**src/rtl/crcfpr_pkg.sv**
```systemverilog
package crcfpr_pkg;

   localparam int CSR_DATA_W = 32;
   localparam int CSR_ADDR_W = 3;

   localparam logic REG_SEED_FIRST  = 1'b0;
   localparam logic REG_SEED_SECOND = 1'b1;

   localparam logic [7:0] SEED_FIRST_RESET  = 8'h5A;
   localparam logic [7:0] SEED_SECOND_RESET = 8'hA5;

   localparam logic [7:0]  SYNC_FIRST  = 8'h5A;
   localparam logic [7:0]  SYNC_SECOND = 8'hA5;
   localparam logic [15:0] CRC_POLY    = 16'h1021;
   localparam logic [15:0] CRC_TOP     = 16'h8000;

   typedef struct packed {
      logic [7:0] first;
      logic [7:0] second;
   } seed_type;

   typedef struct packed {
      logic [7:0]  payload_byte;
      logic [15:0] byte_index;
      logic        last;
      logic        frame_good;
   } rsp_type;

   typedef logic [7:0][15:0] seed_cols_type;

   function automatic logic [15:0] crc_shift(input logic [15:0] c);
      logic [15:0] t;
      t = {c[14:0], 1'b0};
      if ((c & CRC_TOP) != 16'h0000) begin
         t = t ^ CRC_POLY;
      end
      return t;
   endfunction

   function automatic logic [15:0] crc_byte(input logic [15:0] crc, input logic [7:0] b);
      logic [15:0] c;
      c = crc ^ {b, 8'h00};
      for (int k = 0; k < 8; k++) begin
         c = crc_shift(c);
      end
      return c;
   endfunction

   // elaboration only: advance a crc over a number of zero bytes
   function automatic logic [15:0] crc_zero_bytes(input logic [15:0] crc, input int count);
      logic [15:0] c;
      c = crc;
      for (int k = 0; k < count * 8; k++) begin
         c = crc_shift(c);
      end
      return c;
   endfunction

   // contribution of each seed bit once it is followed by zero bytes
   function automatic seed_cols_type seed_cols(input int zero_bytes);
      seed_cols_type r;
      for (int i = 0; i < 8; i++) begin
         r[i] = crc_zero_bytes(crc_byte(16'h0000, 8'(1 << i)), zero_bytes);
      end
      return r;
   endfunction

   localparam seed_cols_type SEED_FIRST_COLS  = seed_cols(3);
   localparam seed_cols_type SEED_SECOND_COLS = seed_cols(2);

   // crc of seed bytes followed by two zero bytes
   function automatic logic [15:0] seed_mix(input seed_type s);
      logic [15:0] r;
      r = 16'h0000;
      for (int i = 0; i < 8; i++) begin
         if (s.first[i]) begin
            r = r ^ SEED_FIRST_COLS[i];
         end
         if (s.second[i]) begin
            r = r ^ SEED_SECOND_COLS[i];
         end
      end
      return r;
   endfunction

endpackage

```
**src/rtl/crcfpr_csr.sv**
```systemverilog
module crcfpr_csr
   import crcfpr_pkg::*;
(
   input  logic                  clock,
   input  logic                  reset,
   input  logic                  csr_psel,
   input  logic                  csr_penable,
   input  logic                  csr_pwrite,
   input  logic [CSR_ADDR_W-1:0] csr_paddr,
   input  logic [CSR_DATA_W-1:0] csr_pwdata,
   output logic [CSR_DATA_W-1:0] csr_prdata,
   output logic                  csr_pready,
   output seed_type              seeds
);

   seed_type seeds_ff;
   seed_type seeds_in;
   logic     wr_en;

   assign csr_pready = 1'b1;
   assign wr_en      = csr_psel && csr_penable && csr_pwrite;

   always_comb begin
      seeds_in = seeds_ff;
      if (wr_en) begin
         unique case (csr_paddr[2])
            REG_SEED_FIRST: begin
               seeds_in.first = csr_pwdata[7:0];
            end
            REG_SEED_SECOND: begin
               seeds_in.second = csr_pwdata[7:0];
            end
            default: begin
               seeds_in = seeds_ff;
            end
         endcase
      end
   end

   always_ff @(posedge clock) begin
      if (reset) begin
         seeds_ff.first  <= SEED_FIRST_RESET;
         seeds_ff.second <= SEED_SECOND_RESET;
      end else begin
         seeds_ff <= seeds_in;
      end
   end

   always_comb begin
      unique case (csr_paddr[2])
         REG_SEED_FIRST:  csr_prdata = {{(CSR_DATA_W-8){1'b0}}, seeds_ff.first};
         REG_SEED_SECOND: csr_prdata = {{(CSR_DATA_W-8){1'b0}}, seeds_ff.second};
         default:         csr_prdata = '0;
      endcase
   end

   assign seeds = seeds_ff;

endmodule

```
**src/rtl/crcfpr_deframer.sv**
```systemverilog
module crcfpr_deframer
   import crcfpr_pkg::*;
(
   input  logic       clock,
   input  logic       reset,
   input  logic       step,
   input  logic [7:0] data_byte,
   input  seed_type   seeds,
   output logic       emit,
   output rsp_type    rsp
);

   localparam logic [2:0] PH_IDLE   = 3'd0;
   localparam logic [2:0] PH_SYNC2  = 3'd1;
   localparam logic [2:0] PH_LEN_LO = 3'd2;
   localparam logic [2:0] PH_LEN_HI = 3'd3;
   localparam logic [2:0] PH_CRC_LO = 3'd4;
   localparam logic [2:0] PH_CRC_HI = 3'd5;
   localparam logic [2:0] PH_DATA   = 3'd6;

   logic [2:0]  phase_ff, phase_in;
   logic [15:0] length_ff, length_in;
   logic [15:0] count_ff, count_in;
   logic [15:0] rx_crc_ff, rx_crc_in;
   logic [15:0] run_crc_ff, run_crc_in;
   logic [15:0] crc_next;
   logic [16:0] count_next;
   logic        fin;

   assign crc_next   = crc_byte(run_crc_ff, data_byte);
   assign count_next = {1'b0, count_ff} + 17'd1;
   assign fin        = count_next >= {1'b0, length_ff};

   always_comb begin
      phase_in   = phase_ff;
      length_in  = length_ff;
      count_in   = count_ff;
      rx_crc_in  = rx_crc_ff;
      run_crc_in = run_crc_ff;
      unique case (phase_ff)
         PH_SYNC2: begin
            if (data_byte == SYNC_SECOND) begin
               phase_in = PH_LEN_LO;
            end
         end
         PH_LEN_LO: begin
            length_in  = {8'h00, data_byte};
            run_crc_in = crc_byte(16'h0000, data_byte);
            phase_in   = PH_LEN_HI;
         end
         PH_LEN_HI: begin
            length_in  = {data_byte, length_ff[7:0]};
            run_crc_in = crc_next;
            phase_in   = PH_CRC_LO;
         end
         PH_CRC_LO: begin
            rx_crc_in = {8'h00, data_byte};
            phase_in  = PH_CRC_HI;
         end
         PH_CRC_HI: begin
            rx_crc_in  = {data_byte, rx_crc_ff[7:0]};
            count_in   = 16'h0000;
            run_crc_in = seed_mix(seeds) ^ run_crc_ff;
            phase_in   = PH_DATA;
         end
         PH_DATA: begin
            run_crc_in = crc_next;
            count_in   = count_next[15:0];
            if (fin) begin
               phase_in = PH_IDLE;
            end
         end
         default: begin
            phase_in = (data_byte == SYNC_FIRST) ? PH_SYNC2 : PH_IDLE;
         end
      endcase
   end

   always_ff @(posedge clock) begin
      if (reset) begin
         phase_ff   <= PH_IDLE;
         length_ff  <= 16'h0000;
         count_ff   <= 16'h0000;
         rx_crc_ff  <= 16'h0000;
         run_crc_ff <= 16'h0000;
      end else if (step) begin
         phase_ff   <= phase_in;
         length_ff  <= length_in;
         count_ff   <= count_in;
         rx_crc_ff  <= rx_crc_in;
         run_crc_ff <= run_crc_in;
      end
   end

   assign emit             = phase_ff == PH_DATA;
   assign rsp.payload_byte = data_byte;
   assign rsp.byte_index   = count_ff;
   assign rsp.last         = fin;
   assign rsp.frame_good   = fin && (crc_next == rx_crc_ff);

endmodule

```
**src/rtl/crc16_framed_packet_receiver_top.sv**
```systemverilog
// Framed packet receiver: takes one serial byte per item, hunts for the sync pair 0x5A 0xA5,
// reads a little-endian 16-bit length and CRC, then returns one item per payload byte with
// its index, a last flag and, on the last byte, whether the CRC-16 (poly 0x1021, init 0)
// over the two seed registers, the length bytes and the payload matches. Sync, length and
// CRC bytes produce no result. A byte can be taken every cycle; the input stalls only while
// a byte waits in the input register behind a result that the output is stalling. Each byte
// passes the input register and one byte-wide CRC update before landing in the result
// register, which raises rsp_valid. Seed registers are read when the high CRC byte is
// processed.
module crc16_framed_packet_receiver_top
   import crcfpr_pkg::*;
(
   input  logic                  clock,
   input  logic                  reset,
   input  logic                  req_valid,
   output logic                  req_stall,
   input  logic [7:0]            req_data_byte,
   output logic                  rsp_valid,
   input  logic                  rsp_stall,
   output logic [7:0]            rsp_payload_byte,
   output logic [15:0]           rsp_byte_index,
   output logic                  rsp_last,
   output logic                  rsp_frame_good,
   input  logic                  csr_psel,
   input  logic                  csr_penable,
   input  logic                  csr_pwrite,
   input  logic [CSR_ADDR_W-1:0] csr_paddr,
   input  logic [CSR_DATA_W-1:0] csr_pwdata,
   output logic [CSR_DATA_W-1:0] csr_prdata,
   output logic                  csr_pready
);

   seed_type   seeds;
   logic       in_valid_ff, in_valid_in;
   logic [7:0] in_data_ff;
   logic       advance;
   logic       emit;
   rsp_type    rsp_next;
   rsp_type    rsp_ff;
   logic       rsp_valid_ff, rsp_valid_in;

   crcfpr_csr u_csr (
      .clock       (clock),
      .reset       (reset),
      .csr_psel    (csr_psel),
      .csr_penable (csr_penable),
      .csr_pwrite  (csr_pwrite),
      .csr_paddr   (csr_paddr),
      .csr_pwdata  (csr_pwdata),
      .csr_prdata  (csr_prdata),
      .csr_pready  (csr_pready),
      .seeds       (seeds)
   );

   crcfpr_deframer u_deframer (
      .clock     (clock),
      .reset     (reset),
      .step      (advance),
      .data_byte (in_data_ff),
      .seeds     (seeds),
      .emit      (emit),
      .rsp       (rsp_next)
   );

   assign advance     = in_valid_ff && (!rsp_valid_ff || !rsp_stall);
   assign req_stall   = in_valid_ff && !advance;
   assign in_valid_in = req_valid || (in_valid_ff && !advance);

   always_comb begin
      rsp_valid_in = rsp_valid_ff;
      if (advance && emit) begin
         rsp_valid_in = 1'b1;
      end else if (!rsp_stall) begin
         rsp_valid_in = 1'b0;
      end
   end

   always_ff @(posedge clock) begin
      if (reset) begin
         in_valid_ff  <= 1'b0;
         rsp_valid_ff <= 1'b0;
      end else begin
         in_valid_ff  <= in_valid_in;
         rsp_valid_ff <= rsp_valid_in;
      end
   end

   always_ff @(posedge clock) begin
      if (req_valid && !req_stall) begin
         in_data_ff <= req_data_byte;
      end
      if (advance && emit) begin
         rsp_ff <= rsp_next;
      end
   end

   assign rsp_valid        = rsp_valid_ff;
   assign rsp_payload_byte = rsp_ff.payload_byte;
   assign rsp_byte_index   = rsp_ff.byte_index;
   assign rsp_last         = rsp_ff.last;
   assign rsp_frame_good   = rsp_ff.frame_good;

`ifndef SYNTHESIS
   a_good_only_on_last: assert property (@(posedge clock) disable iff (reset)
      rsp_valid_ff && rsp_ff.frame_good |-> rsp_ff.last)
      else $error("frame_good set on a byte that is not last");

   a_stall_needs_full: assert property (@(posedge clock) disable iff (reset)
      req_stall |-> in_valid_ff && rsp_valid_ff && rsp_stall)
      else $error("input stalled without a full pipeline");

   a_reset_clears: assert property (@(posedge clock)
      reset |=> !rsp_valid_ff && !in_valid_ff)
      else $error("valid state not cleared by reset");

   a_result_from_step: assert property (@(posedge clock) disable iff (reset)
      !rsp_valid_ff ##1 rsp_valid_ff |-> $past(advance && emit))
      else $error("result appeared without a payload byte");
`endif

endmodule

```
**config.mk**
```make
export PLATFORM = sky130hd
export DESIGN_NAME = crc16_framed_packet_receiver_top
export DESIGN_NICKNAME = d
export VERILOG_FILES = /design/src/rtl/crcfpr_pkg.sv /design/src/rtl/crcfpr_csr.sv /design/src/rtl/crcfpr_deframer.sv /design/src/rtl/crc16_framed_packet_receiver_top.sv
export SDC_FILE = /design/constraint.sdc
export NUM_CORES = 1
export LEC_CHECK = 0
export ABC_AREA = 1
export BUFFER_PORTS_ARGS = -buffer_cell sky130_fd_sc_hd__buf_4
export CORE_MARGIN = 8
export CORE_UTILIZATION = 59
export CTS_BUF_LIST = sky130_fd_sc_hd__clkbuf_8
export DETAILED_ROUTE_END_ITERATION = 8
export PLACE_DENSITY_LB_ADDON = 0.08
export SYNTH_ARGS = -nofsm -noshare
export SYNTH_HDL_FRONTEND = slang
export SYNTH_SLANG_ARGS = --single-unit
```
**constraint.sdc**
```tcl
create_clock -name clock -period 3.4 [get_ports clock]
set_input_delay 0.68 -clock clock [delete_from_list [all_inputs] [get_ports clock]]
set_output_delay 0.68 -clock clock [all_outputs]
set_load 0.02 [all_outputs]
```
==> Word-level counts from Yosys, hierarchy flattened <==
Cells that the tools add are included.
{ "classes": {"n_bitwise": 36, "eq_ne": 12, "add_sub_neg": 1, "mux": 66, "reduce_logical": 27, "n_lt_le_gt_ge": 1} }
{ "ops": {"columns": ["cell", "n"], "rows": [
  ["16-bit 2-to-1 mux", 30],
  ["13-bit 2-to-1 mux", 18],
  ["16-bit one-hot mux with 2 select lines", 3],
  ["9-bit NOT", 8],
  ["32-bit one-hot mux with 2 select lines", 1],
  ["15-bit 2-to-1 mux", 4],
  ["7-bit NOT", 7],
  ["3-bit NOT", 16],
  ["16-bit one-hot mux with 3 select lines", 1],
  ["14-bit 2-to-1 mux", 3],
  ["16-bit XOR", 2],
  ["3-bit one-hot mux with 6 select lines", 1],
  ["16-bit by 1-bit adder with 17-bit output (second input constant)", 1],
  ["17-bit by 16-bit greater-or-equal comparator with 1-bit output", 1],
  ["16-bit == test", 1],
  ["2-bit AND reduction", 6],
  ["3-bit == test (second input constant)", 3],
  ["3-bit AND reduction", 3],
  ["8-bit by 7-bit == test with 1-bit output (second input constant)", 1],
  ["8-bit == test (second input constant)", 1],
  ["1-bit logical AND", 7],
  ["3-bit by 2-bit == test with 1-bit output (second input constant)", 2],
  ["3-bit 2-to-1 mux", 2],
  ["2-bit by 1-bit inequality test with 1-bit output (second input constant)", 3],
  ["other kinds (8)", 18]
]} }
{ "word_totals": {"reg_bits": 119, "word_cells": 159, "out_inout_bits": 61, "inputBits": 50} }

==> Logic depth before layout (Yosys ltp) <==
Gate-level depths: netlist of run 1.
{ "depth": {"ltp_word": 49, "ltp_mapped": 22, "depth_no_buf": 22} }

==> Modules after synthesis <==
Synthesis of run 1 repeated with hierarchy kept, for this count alone.
{ "hier_totals": {"cells_unflattened": 982, "hier_area_um2": 7383.3} }
{ "modules_own_cells": {"columns": ["module", "cells_each", "n_inst", "area_per_inst_um2", "seq_area_each_um2"], "rows": [
  ["crcfpr_deframer", 786, 1, 5321.4, 1341.3],
  ["crc16_framed_packet_receiver_top", 52, 1, 1126.1, 1061.0],
  ["crcfpr_csr", 144, 1, 935.9, 320.3]
]} }

==> Worst setup path after synthesis of run 1 <==
OpenSTA, ideal clock, no wires.
{ "synth_path": {"path_kind": "reg2reg", "from": "register u_deframer.count_ff[0]", "to": "register u_deframer.phase_ff[0]", "required_ns": 3.287, "t_arrival_ns": 2.529, "period_less_slack_ns": 2.643, "setup_slack_ns": 0.757, "path_buffers": 0, "stages_incl_launch_ff": 19, "setup_ns": 0.113, "path_cell_list": "dfxtp_1 > nand2_1 > nor2_2 > inv_1 > nor3_2 > nand2_1 > nor3_2 > nand2_1 > nor2_2 > nand3_1 > and2_1 > ha_1 > nand2_1 > nor4_1 > nand4_1 > nand4_1 > nand3_1 > nor2_1 > nor2_1"} }
{ "synth_between": {"elab_chain_len": 4} }
{ "synth_rtl": {"columns": ["item", "line_no", "source"], "rows": [
  ["start: declaration", "crcfpr_deframer.sv:23", "logic [15:0] count_ff, count_in;"],
  ["start signal: assignment", "crcfpr_deframer.sv:89", "count_ff <= count_in;"],
  ["16-bit by 1-bit adder with 17-bit output", "crcfpr_deframer.sv:31", "assign count_next = {1'b0, count_ff} + 17'd1;"],
  ["17-bit by 16-bit greater-or-equal comparator with 1-bit output", "crcfpr_deframer.sv:32", "assign fin = count_next >= {1'b0, length_ff};"],
  ["2-bit by 1-bit inequality test with 1-bit output (no source line)", null, null],
  ["3-bit AND reduction (no source line)", null, null],
  ["end signal: assignment", "crcfpr_deframer.sv:87", "phase_ff <= phase_in;"],
  ["end: declaration", "crcfpr_deframer.sv:21", "logic [2:0] phase_ff, phase_in;"]
]} }
No other way between the ends.
A chain may end at the register's enable or synchronous reset.

==> Final worst setup path of run 1 <==
{ "layout_path": {"from": "register u_deframer.count_ff[2]", "to": "register u_deframer.phase_ff[0]"} }
The elaborated chain is that of the path after synthesis.

==> impl_metrics.toml, run 1 <==
[routing]
ant_nets = 0
vias = 5809
initialDrtViolationCount = 436
via_per_inst = 5.29
wl_per_cell_um = 15.5
drc = 0
drt-total-wl_um = 17000
dr.pass1.iters = 5

[global_route]
grt_pass1_vias = 5695
grt_first_pass_wirelength_um = 27900
grt_max_degree = 50
antenna_found_initial = 0
grt_overflow = 0
grt_use_total_pct = 21.8

[sta]
whs_ps = 406
layout_min_cycle_time_ps = 3120
period_share_pct = 91.9
fin_setup_tns_ps = 0
hold_viol_final = 0
rsz0062_at_grt = "no"
tightest_slew_ps = 796
finalSetupViolations = 0
fmax_mhz = 320
relSlewSlack_pct = 46.7
drv_slew = 0
fin_skew_ps = 7.46

[logic_synthesis]
async_reset_ff_share_pct = 0
netlist_top_cells_area = "dfxtp_1 (24%), edfxtp_1 (14%), xor2_1 (8.4%)"
synth_edf_count = 34
seq_area_frac_synth_pct = 37.8
yosys_warnings = 0
yosys.area.top_type = "dfxtp_1"
yosysUniqueCellTypes = 46
synthCells = 894
netlist.area_leader.share_pct = 23.6
ys_ff_latch = 119
syn-mean-instance-area_um2 = 8.05
synthFlopType = "dfxtp_1"
synth_area_um2 = 7200

[critical_path]
required_ps = 3780
crit_path_end_kind = "flip-flop"
cp.arrival_ps = 3510
endpoint = "u_deframer.phase_ff[0]"
reg2reg_from = "u_deframer.count_ff[2]"
reg2reg_setup_slack_ps = 280
rr_worst_depth = 19
cp-start-kind = "flip-flop"
r2r-end = "u_deframer.phase_ff[0]"
worstSetupPathType = "flip-flop to flip-flop"
cp-startpoint = "u_deframer.count_ff[2]"
worstPathMaxFanout = 5

[placed_design]
io_buffers = 59
gp_congestion = 0.927
dp.final_hpwl_um = 12800
placed_cell_area_um2 = 7560

[cts]
cts_inserted_buffers = 17
clk_pin_slew_ps = 70
clock-sinks = 119
cts_tree = "built"
clock_latency_ps = 450
ctsHoldBuffers = 0
ctsLongestPathBuffers = 2
post_cts_buffers = 0
cts-root-buf = "clkbuf_8"
htreeDepth = 4

[floorplanning]
dieWidth_um = 126
dieHeight_um = 126
fp.dieArea_um2 = 16000
start_util_pct = 60.2
num_rows = 40
core_um2 = 12000
ioPinCount = 111

[finish]
design_area_um2 = 7950
layout_commonest_cell = "nand2_1"
post-route-util_pct = 66.4
nets = 1005
nFillCells = 982
drive_gt1_share_pct = 14.6
mostFrequentLayoutCells = "nand2_1 (131), inv_1 (112), dfxtp_1 (84), a21oi_1 (82), o21ai_0 (74)"
diodes = 0
syn_to_final_growth_pct = 10.4

[pwr]
power.share.sequential_pct = 47.3
switching_power_w = 0.000878
power.density_nw_per_um2 = 407
p_leak_nw = 3.52
switching_share_pct = 27.1
peakVddDrop_v = 0.000300
clkPwrFrac_pct = 38.9
fin_total_pwr_w = 0.00323
power_frac_comb_pct = 13.8
p_int_w = 0.00236

[flow_run]
drv_cap = 0

[outcome]
run_status = "finished, final reports clean"

[hold_path]
hold_path.class = "input pin to flip-flop"
[final cells by class]
cell class / instances / area (um^2) / share of cell area, %
clock buffer: 17 / 234 / 2.94
timing repair buffer: 65 / 500 / 6.30
multi-input combinational: 620 / 3720 / 46.8
inverter: 115 / 434 / 5.46
tap: 147 / 184 / 2.31
sequential: 119 / 2720 / 34.3
clock inverter: 15 / 148 / 1.86
[power by group through the flow]
stage | registers (W) | logic [W] | clock network [W]
detailed placement | 0.00156 | 0.000442 | 0
global route | 0.00153 | 0.000491 | 0.00134
floorplan | 0.00153 | 0.000388 | 0
global placement | 0.00156 | 0.000434 | 0
CTS | 0.00153 | 0.000443 | 0.00127
finish | 0.00153 | 0.000446 | 0.00126
[cell families (layout without fill, tap and decap cells)]
family	after synthesis	in the layout	synth area share, %
compound gates	190	190	14.3
xor+xnor	130	130	17.1
fa+ha+maj	17	17	2.96
buf+inv	178	212	11.8
flops	119	119	37.8
other cells	2	25	0.104
simple gates	258	258	16.0
[worst min-delay path by stage]
stage	to	cells after the start	slack [ps]	start
after floorplan	rsp_payload_byte[3]	0	420	in_data_ff[3]
after global placement	u_deframer.rx_crc_ff[12]	2	470	u_deframer.rx_crc_ff[12]
after detailed placement	u_deframer.rx_crc_ff[12]	2	470	u_deframer.rx_crc_ff[12]
after CTS	in_data_ff[4]	1	390	req_data_byte[4]
after global routing	in_data_ff[1]	1	380	req_data_byte[1]
final	in_data_ff[4]	1	410	req_data_byte[4]
[per-layer routing]
metal,part of all wire [%],up-vias,global-route usage [%]
met5,0,-,0
met4,3.2,0,10.7
met3,5.5,40,5.36
met2,52,212,39.4
met1,40,2645,23.2
li1,-,2912,-
[through the flow]
| stage | setup slack, ps | cells |
|---|---|---|
| 2_1_floorplan | 757 | 917 |
| 3_3_place_gp | 395 | 1066 |
| 3_5_place_dp | 225 | 1066 |
| 4_1_cts | 215 | 1098 |
| 5_1_grt | 43.0 | 1098 |
| 6_report | 277 | 1098 |
[state kept, by name, summed over array words and instances, names as in the netlist]
signal and flops:
u_csr.seeds 16, rsp_frame_good 1, u_deframer.length_ff 16, u_deframer.run_crc_ff 16, rsp_payload_byte 8, in_valid_ff 1, u_deframer.phase_ff 3, rsp_last 1
rsp_valid 1, u_deframer.rx_crc_ff 16, in_data_ff 8, rsp_byte_index 16, u_deframer.count_ff 16
[critical path, stage by stage (launching register included)]
cell     delay (ps)
dfxtp_1         410
inv_1            70
nor2_2          170
inv_1            90
nor3_2          170
nand2_1          90
nor3_2          180
nand2_1         100
nor2_2          130
nand3_1         100
and2_1          180
ha_1            260
nand2_1          90
nor4_2          270
nand4_1         130
nand4_1         180
nand3_1         160
nand2_1          90
nand2_1          50
nor2_1          100
[cells in the mapped netlist (5+ instances only)]
cell type	n
buf_4	32
buf_2	9
nand2_2	9
buf_6	5
clkbuf_1	15
a21oi_1	82
xnor2_1	52
dfxtp_1	85
nor2_1	63
xor2_1	69
o21ai_0	74
ha_1	17
nor2_2	5
nand2_1	131
a211oi_1	12
inv_2	6
or2_2	5
nand3_1	18
nand4_1	10
edfxtp_1	34
inv_1	108
a31oi_1	12
[what timing repair did]
| action | CTS | global route |
|---|---|---|
| gates resized for setup | 0 | 2 |
| endpoints found under the setup margin | 0 | 3 |
| hold endpoints to repair | 0 | 0 |
(Power assumes the default switching activity.)
==> inputs of run 2 (changes only) <==
- CORE_UTILIZATION: 59 -> 55
- GPL_ROUTABILITY_DRIVEN: not set -> 0
==> impl_metrics.toml, run 2 (synthesis results as in run 1) <==
[cts]
cts_inserted_buffers = 17
ctsHoldBuffers = 0
clock-sinks = 119
htreeDepth = 4
clk_pin_slew_ps = 70
ctsLongestPathBuffers = 2
cts-root-buf = "clkbuf_8"
cts_tree = "built"
clock_latency_ps = 430

[sta]
drv_slew = 0
layout_min_cycle_time_ps = 3050
tightest_slew_ps = 798
relSlewSlack_pct = 46.6
fmax_mhz = 328
period_share_pct = 89.7
finalSetupViolations = 0
fin_setup_tns_ps = 0
rsz0062_at_grt = "no"
hold_viol_final = 0
fin_skew_ps = 10.0

[finish]
mostFrequentLayoutCells = "nand2_1 (131), inv_1 (112), dfxtp_1 (83), a21oi_1 (82), o21ai_0 (74)"
post-route-util_pct = 63.0
diodes = 0
drive_gt1_share_pct = 14.9
layout_commonest_cell = "nand2_1"
nets = 1004
syn_to_final_growth_pct = 11.4

[placed_design]
dp.final_hpwl_um = 12800
io_buffers = 59

[routing]
vias = 5841
via_per_inst = 5.21
drt-total-wl_um = 17200
drc = 0
ant_nets = 0
dr.pass1.iters = 5
wl_per_cell_um = 15.3
initialDrtViolationCount = 434

[critical_path]
required_ps = 3740
worstSetupPathType = "flip-flop to flip-flop"
worstPathMaxFanout = 6
crit_path_end_kind = "flip-flop"
cp-start-kind = "flip-flop"
cp.arrival_ps = 3380

[global_route]
grt_max_degree = 49
grt_overflow = 0
grt_pass1_vias = 5704
met1_usage_pct = 29.3
grt_use_total_pct = 21.0
grt_first_pass_wirelength_um = 28000
grt.busiest_layer = "met2"
use_met2_pct = 31.0
use_met3_pct = 4.38
antenna_found_initial = 0

[pwr]
clkPwrFrac_pct = 41.8
p_int_w = 0.00250
switching_share_pct = 26.0
power.share.sequential_pct = 45.2
p_leak_nw = 3.54
fin_total_pwr_w = 0.00338
power.density_nw_per_um2 = 422
switching_power_w = 0.000879
power_frac_comb_pct = 13.0
peakVddDrop_v = 0.000321

[flow_run]
drv_cap = 0

[hold_path]
hold_path.class = "input pin to flip-flop"

[floorplanning]
dieHeight_um = 130
start_util_pct = 56.6
fp.dieArea_um2 = 17000
core_um2 = 12700
num_rows = 41
dieWidth_um = 130
ioPinCount = 111

[outcome]
run_status = "finished, final reports clean"
run 2: worst max-delay path, cell delays in order, from the launching register on:
cell     delay, ps
dfxtp_4        390
nand2_1         90
nor2_4         120
inv_1           70
nor3_2         170
nand2_1        110
nor3_2         250
nand2_1         90
nor2_2         120
nand3_1        100
and2_1         170
ha_1           270
nand2_1        140
inv_1           80
nand4_1         90
nor2_1          40
nor2_1         130
nand4_1        180
nand3_1        170
nand2_1         60
nand2_1         50
nor2_1          40
run 2: final timing paths:
check	start	endpoint	slack (ps)	cells past startpoint
setup / recovery	u_deframer.count_ff[0]	u_deframer.phase_ff[0]	350	21
hold / removal	req_data_byte[6]	in_data_ff[6]	420	1
setup reg to reg	u_deframer.count_ff[0]	u_deframer.phase_ff[0]	350	21
hold reg to reg	u_deframer.length_ff[14]	u_deframer.length_ff[14]	480	2
run 2: routing by layer:
metal  vias to the layer above  wire [um]
met4                         0        382
met2                       213       7370
met1                      2684       8360
li1                       2914          -
met3                        30       1100
met5                         -          0
run 2: power by group through the flow:
stage | Sequential, W | Combinational, W | Clock, W
final | 0.00153 | 0.000439 | 0.00141
after floorplan | 0.00153 | 0.000388 | 0
after global placement | 0.00156 | 0.000426 | 0
after CTS | 0.00153 | 0.000437 | 0.00144
after global routing | 0.00153 | 0.000484 | 0.00150
after detailed placement | 0.00156 | 0.000434 | 0
run 2: area by class of cell:
type | count | area [um^2]
fill | 1105 | 4710
multi-input combinational | 620 | 3730
sequential | 119 | 2730
timing repair buffer | 64 | 480
inverter | 115 | 434
clock buffer | 17 | 234
tap | 172 | 215
clock inverter | 15 | 196
run 2: stage by stage:
| stage | hold slack [ps] | setup slack, ps | cell area [um^2] | std cells |
|---|---|---|---|---|
| 2_1_floorplan | 421 | 757 | 7280 | 917 |
| 3_3_place_gp | 468 | 338 | 7570 | 1090 |
| 3_5_place_dp | 466 | 268 | 7570 | 1090 |
| 4_1_cts | 397 | 239 | 8000 | 1122 |
| 5_1_grt | 391 | 3.98 | 8020 | 1122 |
| 6_report | 421 | 351 | 8020 | 1122 |
run 2: what timing repair did:
action                     CTS  global route
setup endpoints to repair    0             4
resized for setup            0             6
setup buffers                0             0
